===== src/rtl/core/pdm_pkg.sv =====
`timescale 1ns / 1ps
// ----------------------------------------------------------------------------
// pdm_pkg
// Widths, register indexes and controller/datapath interface types for the
// PD line-follow drive mixer.
// ----------------------------------------------------------------------------
package pdm_pkg;

    localparam int ERROR_BITS = 16;
    localparam int TIME_BITS  = 32;
    localparam int GAIN_BITS  = 12;
    localparam int SPEED_BITS = 8;
    localparam int FRAC_BITS  = 8;

    localparam int CFG_INDEX_BITS = 3;
    localparam int CFG_DATA_BITS  = GAIN_BITS;

    localparam int DIFF_BITS  = ERROR_BITS + 1;
    localparam int NUM_BITS   = GAIN_BITS + 1 + DIFF_BITS;
    localparam int MAG_BITS   = GAIN_BITS + DIFF_BITS;
    localparam int P_BITS     = GAIN_BITS + 1 + ERROR_BITS;
    localparam int SUM_BITS   = MAG_BITS + 2;
    localparam int CORR_BITS  = SUM_BITS - FRAC_BITS;
    localparam int PROD_BITS  = CORR_BITS + GAIN_BITS + 1;
    localparam int WHEEL_BITS = PROD_BITS + 1;
    localparam int SPD_BITS   = WHEEL_BITS - FRAC_BITS;
    localparam int CNT_BITS   = $clog2(MAG_BITS + 1);

    localparam logic [CFG_INDEX_BITS-1:0] CFG_BASE_SPEED = 3'd0;
    localparam logic [CFG_INDEX_BITS-1:0] CFG_KP         = 3'd1;
    localparam logic [CFG_INDEX_BITS-1:0] CFG_KD         = 3'd2;
    localparam logic [CFG_INDEX_BITS-1:0] CFG_MIX_GAIN   = 3'd3;
    localparam logic [CFG_INDEX_BITS-1:0] CFG_PWM_LIMIT  = 3'd4;

    localparam logic [SPEED_BITS-1:0] RST_BASE_SPEED = 8'd150;
    localparam logic [GAIN_BITS-1:0]  RST_KP         = 12'd51;
    localparam logic [GAIN_BITS-1:0]  RST_KD         = 12'd77;
    localparam logic [GAIN_BITS-1:0]  RST_MIX_GAIN   = 12'd166;
    localparam logic [SPEED_BITS-1:0] RST_PWM_LIMIT  = 8'd90;
    localparam logic [TIME_BITS-1:0]  RST_PREV_TIME  = TIME_BITS'(1);

    typedef struct packed {
        logic load;
        logic mul_d;
        logic div_step;
        logic prop;
        logic corr;
        logic mix;
        logic speed;
        logic out_load;
    } t_cmd;

    typedef struct packed {
        logic skip;
        logic div_last;
    } t_stat;

endpackage


===== src/rtl/core/pdm_ctrl.sv =====
`timescale 1ns / 1ps
// ----------------------------------------------------------------------------
// pdm_ctrl
// Sequencer: steps the datapath through multiply, serial divide, mix and
// clamp, and owns both handshakes.
// ----------------------------------------------------------------------------
module pdm_ctrl (
    input  logic          i_clk,
    input  logic          i_rst_n,
    input  logic          i_in_valid,
    output logic          o_in_stall,
    output logic          o_out_valid,
    input  logic          i_out_stall,
    input  pdm_pkg::t_stat i_stat,
    output pdm_pkg::t_cmd  o_cmd
);
    import pdm_pkg::*;

    typedef enum logic [7:0] {
        S_IDLE  = 8'b0000_0001,
        S_MULD  = 8'b0000_0010,
        S_DIV   = 8'b0000_0100,
        S_PROP  = 8'b0000_1000,
        S_CORR  = 8'b0001_0000,
        S_MIX   = 8'b0010_0000,
        S_SPEED = 8'b0100_0000,
        S_OUT   = 8'b1000_0000
    } t_state;

    t_state r_state, n_state;
    logic   r_out_valid, n_out_valid;
    logic   w_slot_free;

    assign w_slot_free = !r_out_valid || !i_out_stall;
    assign o_in_stall  = (r_state != S_IDLE);
    assign o_out_valid = r_out_valid;

    always_comb begin
        n_state     = r_state;
        n_out_valid = r_out_valid && i_out_stall;
        o_cmd       = '0;
        unique case (r_state)
            S_IDLE: begin
                if (i_in_valid) begin
                    o_cmd.load = 1'b1;
                    n_state    = S_MULD;
                end
            end
            S_MULD: begin
                o_cmd.mul_d = 1'b1;
                n_state     = i_stat.skip ? S_PROP : S_DIV;
            end
            S_DIV: begin
                o_cmd.div_step = 1'b1;
                if (i_stat.div_last) begin
                    n_state = S_PROP;
                end
            end
            S_PROP: begin
                o_cmd.prop = 1'b1;
                n_state    = S_CORR;
            end
            S_CORR: begin
                o_cmd.corr = 1'b1;
                n_state    = S_MIX;
            end
            S_MIX: begin
                o_cmd.mix = 1'b1;
                n_state   = S_SPEED;
            end
            S_SPEED: begin
                o_cmd.speed = 1'b1;
                n_state     = S_OUT;
            end
            S_OUT: begin
                if (w_slot_free) begin
                    o_cmd.out_load = 1'b1;
                    n_out_valid    = 1'b1;
                    n_state        = S_IDLE;
                end
            end
            default: begin
                n_state = S_IDLE;
            end
        endcase
    end

    always_ff @(posedge i_clk) begin
        if (!i_rst_n) begin
            r_state     <= S_IDLE;
            r_out_valid <= 1'b0;
        end else begin
            r_state     <= n_state;
            r_out_valid <= n_out_valid;
        end
    end

endmodule


===== src/rtl/core/pdm_dp.sv =====
`timescale 1ns / 1ps
// ----------------------------------------------------------------------------
// pdm_dp
// Datapath: gain registers, sample history, derivative multiply, restoring
// divider, correction mix and wheel clamp, output word registers.
// ----------------------------------------------------------------------------
module pdm_dp (
    input  logic                                 i_clk,
    input  logic                                 i_rst_n,
    input  logic                                 i_cfg_we,
    input  logic [pdm_pkg::CFG_INDEX_BITS-1:0]   i_cfg_index,
    input  logic [pdm_pkg::CFG_DATA_BITS-1:0]    i_cfg_data,
    input  logic signed [pdm_pkg::ERROR_BITS-1:0] i_deviation,
    input  logic [pdm_pkg::TIME_BITS-1:0]        i_timestamp_us,
    input  pdm_pkg::t_cmd                        i_cmd,
    output pdm_pkg::t_stat                       o_stat,
    output logic                                 o_left_forward,
    output logic [pdm_pkg::SPEED_BITS-1:0]       o_left_pwm,
    output logic                                 o_right_forward,
    output logic [pdm_pkg::SPEED_BITS-1:0]       o_right_pwm,
    output logic                                 o_derivative_skipped
);
    import pdm_pkg::*;

    logic [SPEED_BITS-1:0] r_base, r_limit;
    logic [GAIN_BITS-1:0]  r_kp, r_kd, r_mix;

    logic signed [ERROR_BITS-1:0] r_prev_err, r_err;
    logic [TIME_BITS-1:0]         r_prev_time, r_elapsed;
    logic signed [DIFF_BITS-1:0]  r_diff;

    logic                  r_neg;
    logic [MAG_BITS-1:0]   r_quo;
    logic [TIME_BITS-1:0]  r_rem;
    logic [CNT_BITS-1:0]   r_cnt;

    logic signed [P_BITS-1:0]    r_p;
    logic signed [CORR_BITS-1:0] r_corr;
    logic signed [PROD_BITS-1:0] r_prod;
    logic signed [SPD_BITS-1:0]  r_left, r_right;

    logic signed [NUM_BITS-1:0]   w_num, w_num_abs;
    logic [TIME_BITS:0]           w_trial;
    logic                         w_ge;
    logic [TIME_BITS:0]           w_trial_sub;
    logic signed [MAG_BITS:0]     w_q, w_d;
    logic signed [SUM_BITS-1:0]   w_sum, w_sum_b;
    logic signed [WHEEL_BITS-1:0] w_base, w_prod, w_l, w_r, w_l_b, w_r_b;
    logic [SPD_BITS-1:0]          w_lmag, w_rmag;
    logic [SPD_BITS-1:0]          w_limit;

    // config
    always_ff @(posedge i_clk) begin
        if (!i_rst_n) begin
            r_base  <= RST_BASE_SPEED;
            r_kp    <= RST_KP;
            r_kd    <= RST_KD;
            r_mix   <= RST_MIX_GAIN;
            r_limit <= RST_PWM_LIMIT;
        end else if (i_cfg_we) begin
            unique case (i_cfg_index)
                CFG_BASE_SPEED: r_base  <= i_cfg_data[SPEED_BITS-1:0];
                CFG_KP:         r_kp    <= i_cfg_data[GAIN_BITS-1:0];
                CFG_KD:         r_kd    <= i_cfg_data[GAIN_BITS-1:0];
                CFG_MIX_GAIN:   r_mix   <= i_cfg_data[GAIN_BITS-1:0];
                CFG_PWM_LIMIT:  r_limit <= i_cfg_data[SPEED_BITS-1:0];
                default: ;
            endcase
        end
    end

    // sample history
    always_ff @(posedge i_clk) begin
        if (!i_rst_n) begin
            r_prev_err  <= '0;
            r_prev_time <= RST_PREV_TIME;
        end else if (i_cmd.load) begin
            r_prev_err  <= i_deviation;
            r_prev_time <= i_timestamp_us;
        end
    end

    assign w_num     = $signed({1'b0, r_kd}) * r_diff;
    assign w_num_abs = w_num[NUM_BITS-1] ? -w_num : w_num;

    assign w_trial     = {r_rem, r_quo[MAG_BITS-1]};
    assign w_ge        = (w_trial >= {1'b0, r_elapsed});
    assign w_trial_sub = w_trial - {1'b0, r_elapsed};

    assign w_q     = $signed({1'b0, r_quo});
    assign w_d     = o_stat.skip ? '0 : (r_neg ? -w_q : w_q);
    assign w_sum   = SUM_BITS'(w_d) + SUM_BITS'(r_p);
    // bias negatives so the shift truncates toward zero
    assign w_sum_b = w_sum + $signed({{(SUM_BITS-FRAC_BITS){1'b0}},
                                      {FRAC_BITS{w_sum[SUM_BITS-1]}}});

    assign w_base = $signed(WHEEL_BITS'({r_base, {FRAC_BITS{1'b0}}}));
    assign w_prod = WHEEL_BITS'(r_prod);
    assign w_l    = w_base - w_prod;
    assign w_r    = w_base + w_prod;
    assign w_l_b  = w_l + $signed({{(WHEEL_BITS-FRAC_BITS){1'b0}},
                                   {FRAC_BITS{w_l[WHEEL_BITS-1]}}});
    assign w_r_b  = w_r + $signed({{(WHEEL_BITS-FRAC_BITS){1'b0}},
                                   {FRAC_BITS{w_r[WHEEL_BITS-1]}}});

    assign w_lmag  = r_left[SPD_BITS-1]  ? SPD_BITS'(-r_left)  : SPD_BITS'(r_left);
    assign w_rmag  = r_right[SPD_BITS-1] ? SPD_BITS'(-r_right) : SPD_BITS'(r_right);
    assign w_limit = SPD_BITS'(r_limit);

    always_ff @(posedge i_clk) begin
        if (i_cmd.load) begin
            r_err     <= i_deviation;
            r_diff    <= $signed({i_deviation[ERROR_BITS-1], i_deviation})
                       - $signed({r_prev_err[ERROR_BITS-1], r_prev_err});
            r_elapsed <= i_timestamp_us - r_prev_time;
        end
        if (i_cmd.mul_d) begin
            r_neg <= w_num[NUM_BITS-1];
            r_quo <= w_num_abs[MAG_BITS-1:0];
            r_rem <= '0;
            r_cnt <= CNT_BITS'(MAG_BITS);
        end else if (i_cmd.div_step) begin
            r_rem <= w_ge ? w_trial_sub[TIME_BITS-1:0] : w_trial[TIME_BITS-1:0];
            r_quo <= {r_quo[MAG_BITS-2:0], w_ge};
            r_cnt <= r_cnt - CNT_BITS'(1);
        end
        if (i_cmd.prop) begin
            r_p <= $signed({1'b0, r_kp}) * r_err;
        end
        if (i_cmd.corr) begin
            r_corr <= w_sum_b[SUM_BITS-1:FRAC_BITS];
        end
        if (i_cmd.mix) begin
            r_prod <= r_corr * $signed({1'b0, r_mix});
        end
        if (i_cmd.speed) begin
            r_left  <= w_l_b[WHEEL_BITS-1:FRAC_BITS];
            r_right <= w_r_b[WHEEL_BITS-1:FRAC_BITS];
        end
        if (i_cmd.out_load) begin
            o_left_forward       <= !r_left[SPD_BITS-1];
            o_left_pwm           <= (w_lmag > w_limit) ? r_limit : w_lmag[SPEED_BITS-1:0];
            o_right_forward      <= !r_right[SPD_BITS-1];
            o_right_pwm          <= (w_rmag > w_limit) ? r_limit : w_rmag[SPEED_BITS-1:0];
            o_derivative_skipped <= o_stat.skip;
        end
    end

    assign o_stat.skip     = (r_elapsed == '0);
    assign o_stat.div_last = (r_cnt == CNT_BITS'(1));

endmodule


===== src/rtl/core/pd_line_follow_drive_mixer_top.sv =====
`timescale 1ns / 1ps
// ----------------------------------------------------------------------------
// pd_line_follow_drive_mixer_top
// PD line-follow controller with differential drive mixing.
// ----------------------------------------------------------------------------
// Input channel: one word per sample, deviation and timestamp_us, taken when
// i_in_valid is high and o_in_stall is low. Output channel: one word per
// sample, wheel directions, PWM values and the derivative-skipped flag,
// taken when o_out_valid is high and i_out_stall is low.
// Config: gains, base speed and PWM limit are written through i_cfg_we,
// i_cfg_index and i_cfg_data; the user must do so only while the block is
// idle, which the block itself does not enforce; unknown indexes are ignored.
// The bit-serial restoring divider produces one quotient bit per cycle; the
// divide is skipped when the elapsed time is zero. A new input is accepted
// only after the previous word has been loaded into the output register.
// A finished word sits in the output register; a new input is accepted while
// the receiver stalls, and the block waits before its final step only if the
// previous word is still untaken.
// Reset clears the handshakes, restores the default gains and sets the
// previous sample to deviation 0 at time 1.
// ----------------------------------------------------------------------------
module pd_line_follow_drive_mixer_top (
    input  logic                                  i_clk,
    input  logic                                  i_rst_n,
    input  logic                                  i_cfg_we,
    input  logic [pdm_pkg::CFG_INDEX_BITS-1:0]    i_cfg_index,
    input  logic [pdm_pkg::CFG_DATA_BITS-1:0]     i_cfg_data,
    input  logic                                  i_in_valid,
    output logic                                  o_in_stall,
    input  logic signed [pdm_pkg::ERROR_BITS-1:0] i_deviation,
    input  logic [pdm_pkg::TIME_BITS-1:0]         i_timestamp_us,
    output logic                                  o_out_valid,
    input  logic                                  i_out_stall,
    output logic                                  o_left_forward,
    output logic [pdm_pkg::SPEED_BITS-1:0]        o_left_pwm,
    output logic                                  o_right_forward,
    output logic [pdm_pkg::SPEED_BITS-1:0]        o_right_pwm,
    output logic                                  o_derivative_skipped
);
    import pdm_pkg::*;

    t_cmd  w_cmd;
    t_stat w_stat;

    pdm_ctrl u_ctrl (
        .i_clk       (i_clk),
        .i_rst_n     (i_rst_n),
        .i_in_valid  (i_in_valid),
        .o_in_stall  (o_in_stall),
        .o_out_valid (o_out_valid),
        .i_out_stall (i_out_stall),
        .i_stat      (w_stat),
        .o_cmd       (w_cmd)
    );

    pdm_dp u_dp (
        .i_clk                (i_clk),
        .i_rst_n              (i_rst_n),
        .i_cfg_we             (i_cfg_we),
        .i_cfg_index          (i_cfg_index),
        .i_cfg_data           (i_cfg_data),
        .i_deviation          (i_deviation),
        .i_timestamp_us       (i_timestamp_us),
        .i_cmd                (w_cmd),
        .o_stat               (w_stat),
        .o_left_forward       (o_left_forward),
        .o_left_pwm           (o_left_pwm),
        .o_right_forward      (o_right_forward),
        .o_right_pwm          (o_right_pwm),
        .o_derivative_skipped (o_derivative_skipped)
    );

endmodule

===== config.mk =====
export PLATFORM = sky130hd
export DESIGN_NAME = pd_line_follow_drive_mixer_top
export DESIGN_NICKNAME = d
export VERILOG_FILES = /design/src/rtl/core/pdm_pkg.sv /design/src/rtl/core/pdm_ctrl.sv /design/src/rtl/core/pdm_dp.sv /design/src/rtl/core/pd_line_follow_drive_mixer_top.sv
export SDC_FILE = /design/constraint.sdc
export NUM_CORES = 2
export LEC_CHECK = 0
export BUFFER_PORTS_ARGS = -buffer_cell sky130_fd_sc_hd__buf_2
export CAP_MARGIN = 15
export CORE_MARGIN = 1.5
export CORE_UTILIZATION = 38
export CTS_CLUSTER_DIAMETER = 120
export DETAILED_ROUTE_END_ITERATION = 8
export GPL_ROUTABILITY_DRIVEN = 0
export SETUP_SLACK_MARGIN = 0.3
export SLEW_MARGIN = 15
export SYNTH_ARGS = -nofsm -noshare
export SYNTH_HDL_FRONTEND = slang
export SYNTH_SLANG_ARGS = --single-unit

===== constraint.sdc =====
create_clock -name i_clk -period 11.36 [get_ports i_clk]
set_input_delay 1.136 -clock i_clk [delete_from_list [all_inputs] [get_ports i_clk]]
set_output_delay 1.136 -clock i_clk [all_outputs]
set_load 0.02 [all_outputs]

### After elaboration in Yosys (flattened, before gate mapping)

Index checks and enable logic that the tools add are counted.

| word-level totals | value |
|---|---|
| bits in writable memories | 0 |
| word-level logic and storage cells | 105 |
| input port bits | 68 |
| bits in read-only memories | 0 |
| bits in latches | 0 |
| bits in registers | 406 |
| memories kept | 0 |
| output and inout bits | 21 |

| operators by class | value |
|---|---|
| div/mod/pow operators | 0 |
| bitwise logic cells | 0 |
| reduce and logical (&&, ||, !) cells | 15 |
| $mul | 3 |
| shift-type cells | 0 |
| equality and inequality tests | 17 |
| mux-type cells | 27 |
| magnitude comparators | 3 |
| add/sub/neg operators | 14 |

Operators with widths:

| cell | number |
|---|---|
| $mux W29 | 5 |
| $neg A29 Y29 | 3 |
| $add A37 B9 Y37 | 2 |
| $pmux W8 S8 | 1 |
| $sub A32 B32 Y32 | 2 |
| $mux W30 | 2 |
| $gt A29 B8 Y1 | 2 |
| $mux W8 | 5 |
| $add A17 B36 Y37 | 1 |
| $sub A17 B36 Y37 | 1 |
| $mul A23 B13 Y36 | 1 |
| $ge A33 B32 Y1 | 1 |
| $logic_not A32 Y1 | 1 |
| $mux W32 | 1 |
| $add A30 B29 Y31 | 1 |
| $add A31 B9 Y31 | 1 |
| $mul A13 B17 Y30 | 1 |
| $neg A29 Y30 | 1 |
| $mul A13 B16 Y29 | 1 |
| $sub A16 B16 Y17 | 1 |
| $mux W1 | 12 |
| $reduce_and A2 Y1 | 5 |
| $eq A8 B1 Y1 const B | 1 |
| $eq A8 B2 Y1 const B | 1 |
| 21 further kinds | 26 |

### Logic depth before layout (Yosys ltp)

| depth | value |
|---|---|
| depth in word-level cells | 5 |
| mapped depth | 31 |

### Modules after synthesis

A second synthesis with hierarchy kept.

| unflattened totals | value |
|---|---|
| cell total of the unflattened synthesis | 5,684 |
| area, all modules | 51,095.3 um2 |

By module, submodules not included:

| module | times used | seq. area each (um2) | cells each | area each (um2) |
|---|---|---|---|---|
| pdm_dp | 1 | 10,550.1 | 5,623 | 50,599.8 |
| pdm_ctrl | 1 | 180.2 | 61 | 495.5 |

### Worst setup path after synthesis

Ideal clock, no wire load.

| timing | value |
|---|---|
| path type | register -> register |
| start point | register u_dp.r_quo[1] |
| end point | register u_dp.r_corr[22] (data pin) |
| cell stages (with the launch flop) | 29 |
| path buffers | 2 |
| arrival | 6.384 ns |
| setup slack | 4.697 ns |
| data required time | 11.081 ns |
| period minus slack after synthesis | 6.663 ns |
| cells stage by stage | edfxtp_1 > nor3_1 > nand2_1 > or3_1 > or3_1 > nand2b_1 > nand2b_1 > o31ai_1 > xor2_1 > nor2_1 > ha_1 > clkbuf_1 > a21o_1 > a21o_1 > a21oi_1 > o211ai_1 > o22ai_1 > ha_1 > a21o_1 > a211o_1 > o22ai_1 > inv_1 > nand2_1 > or4b_1 > or3_1 > clkbuf_1 > nor4_1 > and4_1 > xor2_1 |

| between the ends | value |
|---|---|
| cells in the longest elaborated chain, start to end | 5 |

Ends and longest elaborated chain:

| what | line | source |
|---|---|---|
| start: declaration | pdm_dp.sv:33 | `logic [MAG_BITS-1:0] r_quo;` |
| start signal: assignment | pdm_dp.sv:119 | `r_quo <= w_num_abs[MAG_BITS-1:0];` |
| start signal: assignment | pdm_dp.sv:124 | `r_quo <= {r_quo[MAG_BITS-2:0], w_ge};` |
| $neg A29 Y30 | pdm_dp.sv:91 | `assign w_d = o_stat.skip ? '0 : (r_neg ? -w_q : w_q);` |
| $mux W30 * (2 in a row) | pdm_dp.sv:91 |  |
| $add A30 B29 Y31 * | pdm_dp.sv:92 | `assign w_sum = SUM_BITS'(w_d) + SUM_BITS'(r_p);` |
| $add A31 B9 Y31 * | pdm_dp.sv:94 | `assign w_sum_b = w_sum + $signed({{(SUM_BITS-FRAC_BITS){1'b0}},` |
| net u_dp.w_sum_b[30] | pdm_dp.sv:47 | `logic signed [SUM_BITS-1:0] w_sum, w_sum_b;` |
| end signal: assignment | pdm_dp.sv:131 | `r_corr <= w_sum_b[SUM_BITS-1:FRAC_BITS];` |
| end: declaration | pdm_dp.sv:38 | `logic signed [CORR_BITS-1:0] r_corr;` |

The timed path passes the listed nets; every way through them passes the cells marked *.
A chain may end at the register's enable or synchronous reset.

### Final worst setup path

| timing | value |
|---|---|
| start point | register u_dp.r_quo[2] |
| end point | register u_dp.r_corr[22] (data pin) |

Same word-level chain as after synthesis.

==> results.txt <==
----------------------------------------------------
[Status]
  Run status ... finished clean

[Route]
  Average detailed-routed wire length per instance ... around 17 µm
  DR pass1 iterations ... 5
  Wire length reported by the detailed router ... 129000 µm
  Number of design-rule violations left by the first detailed-router iteration ... roughly 2400
  Remaining DRCs ... 0
  Total number of vias ... 39100
  Via density per instance ... 5.20
  Number of antenna-violating nets in the routed design ... 0

[Finish]
  Fraction of final layout cells with drive strength greater than 1 ... 4.61%
  Diode count ... 0
  Number of filler cells placed in the layout ... 13300
  Post-layout net count ... 6778
  Most common library cell in the layout ignoring fill and taps ... inv_1
  Top library cells by usage in the layout, fill and taps aside ... inv_1 (896), nand2_1 (769), fa_1 (619), ha_1 (386), and2_1 (366)
  Synthesis-to-finish area growth ... 7.34%

[Global route]
  Congestion Overflow GR ... 0
  Wire length of the first global-routing pass ... 209000 µm
  Initial antenna violation count ... 9
  Via count of the first global-routing pass ... 39300
  Total Routing Usage GR ... 18.9%
  Maximum number of pins on one net before global-route repair ... between 70 and 80

[Worst setup path]
  Data arrival time of the critical path ... 7.88 ns
  Crit path required time ... 11.69 ns
  CP Capture Type ... flip-flop
  Critical path startpoint category ... flip-flop
  Largest driver fanout on the critical path ... 8
  Crit path kind ... reg2reg

[STA]
  Post-Route Skew ... between 0.02 and 0.03 ns
  Period minus WS final ... 7.55 ns
  Setup violators final ... 0
  Final setup TNS ... 0 ns
  Worst-margin pin slew ... roughly 1.1 ns
  Final Hold Vio Count ... 0
  Highest clock frequency the design can meet ... 133 MHz
  Unrepaired setup endpoints after global routing ... no
  Slew HR ... 28.2%
  Ratio of final minimum period to clock period ... 66.4%
  Fin. max-slew vios ... 0

[Logic synthesis]
  Ys flop type ... edfxtp_1
  Area fraction of the dominant cell type after synthesis ... 24.2%
  Number of warning messages in the yosys log ... 0
  Share of flip-flops with an asynchronous set or reset after synthesis ... 0%
  Sequential fraction of the synthesis area ... a little over a fifth
  Number of enable flip-flop cells after synthesis ... 260
  Number of standard cells after synthesis ... 5768
  #FFs+latches synth ... 406
  Average cell area after synthesis ... 8.88 µm²
  Cell area after technology mapping ... 51200 µm²
  Post-synth net total ... 6841
  Top area cells in the synthesized netlist ... fa_1 (24%), edfxtp_1 (15%), ha_1 (9.4%), inv_1 (6.6%), dfxtp_1 (5.7%)
  Synth unique cells ... 89
  Cell type with the largest total area after synthesis ... fa_1

[Clock network]
  Later-pin clock latency in the skew report ... 0.62 ns
  Postcts setup bufs ... 0
  Clock slew at reported path FFs ... 0.06 ns
  Number of buffers inserted for hold repair after clock tree synthesis ... 0
  TritonCTS clock tree ... built
  Clk buf depth ... 3
  Resize count post-CTS ... 0
  Clk sinks ... between 400 and 500
  Number of buffers added by the clock tree synthesis step ... 48
  Master cell of the clock root buffer ... clkbuf_16
  H-tree level count ... 2

[Floorplanning]
  Rows ... 134
  Effective utilization at floorplan ... approximately two fifths
  Area of the core ... roughly 130000 µm²
  Top-level port count ... 89
  Die extent in y ... 370 µm
  Horizontal extent of the die ... roughly 370 µm
  Die outline area ... 137000 µm²

[Placement]
  Detailed Place HPWL ... 103000 µm
  Count of buffers from port buffering ... 88

[Worst hold path]
  Path type of the worst min-delay path ... reg2reg

[Job]
  Maximum capacitance violations ... 0

----------------------------------------------------
## Yosys cell counts, drive strengths merged (20+ instances only)
cell type	instances
a21o	78
mux2	24
o21bai	26
edfxtp	260
a31oi	22
dfxtp	146
nand2	770
o31ai	22
xor2	123
mux2i	36
or3	39
a21oi	179
nor2	268
or2	20
o21a	61
nand4	35
and2	366
nor4	42
a211oi	42
o21ai	208
o211ai	34
inv	897
ha	386
clkbuf	220
a21boi	91
nor2b	43
nand2b	44
nor3	95
xnor2	218
or4	20
fa	619
nand3	91
## layer usage
| metal | share of wire [%] | GRT usage [%] |
|---|---|---|
| met2 | 48 | 32.2 |
| met4 | 2.1 | 4.27 |
| met1 | 46 | 25.5 |
| met3 | 4.5 | 2.32 |
| met5 | 0.028 | 0 |
## stage by stage
step	hold WS (ns)	util [%]	cell area (µm²)	worst slack, ns	cells
3_5_place_dp	0.456	39.9	53300	3.92	7421
5_1_grt	0.484	41.2	55000	3.22	7513
2_1_floorplan	0.443	-	51200	4.70	5768
4_1_cts	0.465	41.1	55000	3.91	7511
3_3_place_gp	0.450	39.9	53300	4.00	7421
6_report	0.461	41.2	55000	3.81	7513
## critical path, stage by stage (launching register included)
cell and delay (ns):
edfxtp_1 0.43, nor3_1 0.28, nand2_1 0.10, or3_1 0.38, or3_1 0.40, nand2b_1 0.20
nand2b_1 0.22, o41ai_1 0.32, xor2_1 0.20, nor2_1 0.06, ha_1 0.38, a21oi_1 0.22
o21ai_0 0.17, a21oi_1 0.19, o211ai_1 0.12, o22ai_1 0.63, ha_1 0.28, a21o_1 0.12
a211o_1 0.14, o22ai_1 0.08, inv_1 0.07, nand2_1 0.05, or4b_1 0.66, or3_1 0.54
nor4_1 0.65, and4_1 0.32, xor2_1 0.07
## worst paths after layout
kind         slack, ns  cells after the start                 start                   end
min reg2reg       0.46                      2  u_dp.r_prev_time[23]  u_dp.r_prev_time[23]
max reg2reg       3.81                     26         u_dp.r_quo[2]       u_dp.r_corr[22]
max               3.81                     26         u_dp.r_quo[2]       u_dp.r_corr[22]
min               0.46                      2  u_dp.r_prev_time[23]  u_dp.r_prev_time[23]
## layout make-up
class / instances / area [µm²] / area share [%]
clock buffer: 64 / 1430 / 2.60
clock inverter: 26 / 279 / 0.507
inverter: 898 / 3370 / 6.13
multi-input combinational: 4236 / 36300 / 66.0
sequential: 406 / 10700 / 19.5
tap: 1768 / 2210 / 4.02
timing repair buffer: 115 / 661 / 1.20
## flip-flops by register name, indices dropped and copies added (netlist names), 12 cells and up
register and flops:
u_dp.r_kd 12, u_dp.r_left 29, u_dp.r_p 29, u_dp.r_prod 36, u_dp.r_diff 17, u_dp.r_rem 32
u_dp.r_prev_err 16, u_dp.r_kp 12, u_dp.r_corr 23, u_dp.r_err 16, u_dp.r_right 29, u_dp.r_quo 29
u_dp.r_prev_time 32, u_dp.r_elapsed 32, u_dp.r_mix 12
## logic make-up (layout without fill, tap and decap cells)
logic type,Yosys count,after routing,share of synthesized area [%]
compound gates,914,914,11.9
flops,406,406,20.9
buf+inv,1126,1103,8.25
simple gates,1916,1916,18.3
mux,60,60,1.23
fa+ha+maj,1005,1005,33.6
xor+xnor,341,341,5.83
Power is not shown: default switching activity piles up to over one toggle a cycle in this logic, so the estimate is an artifact.
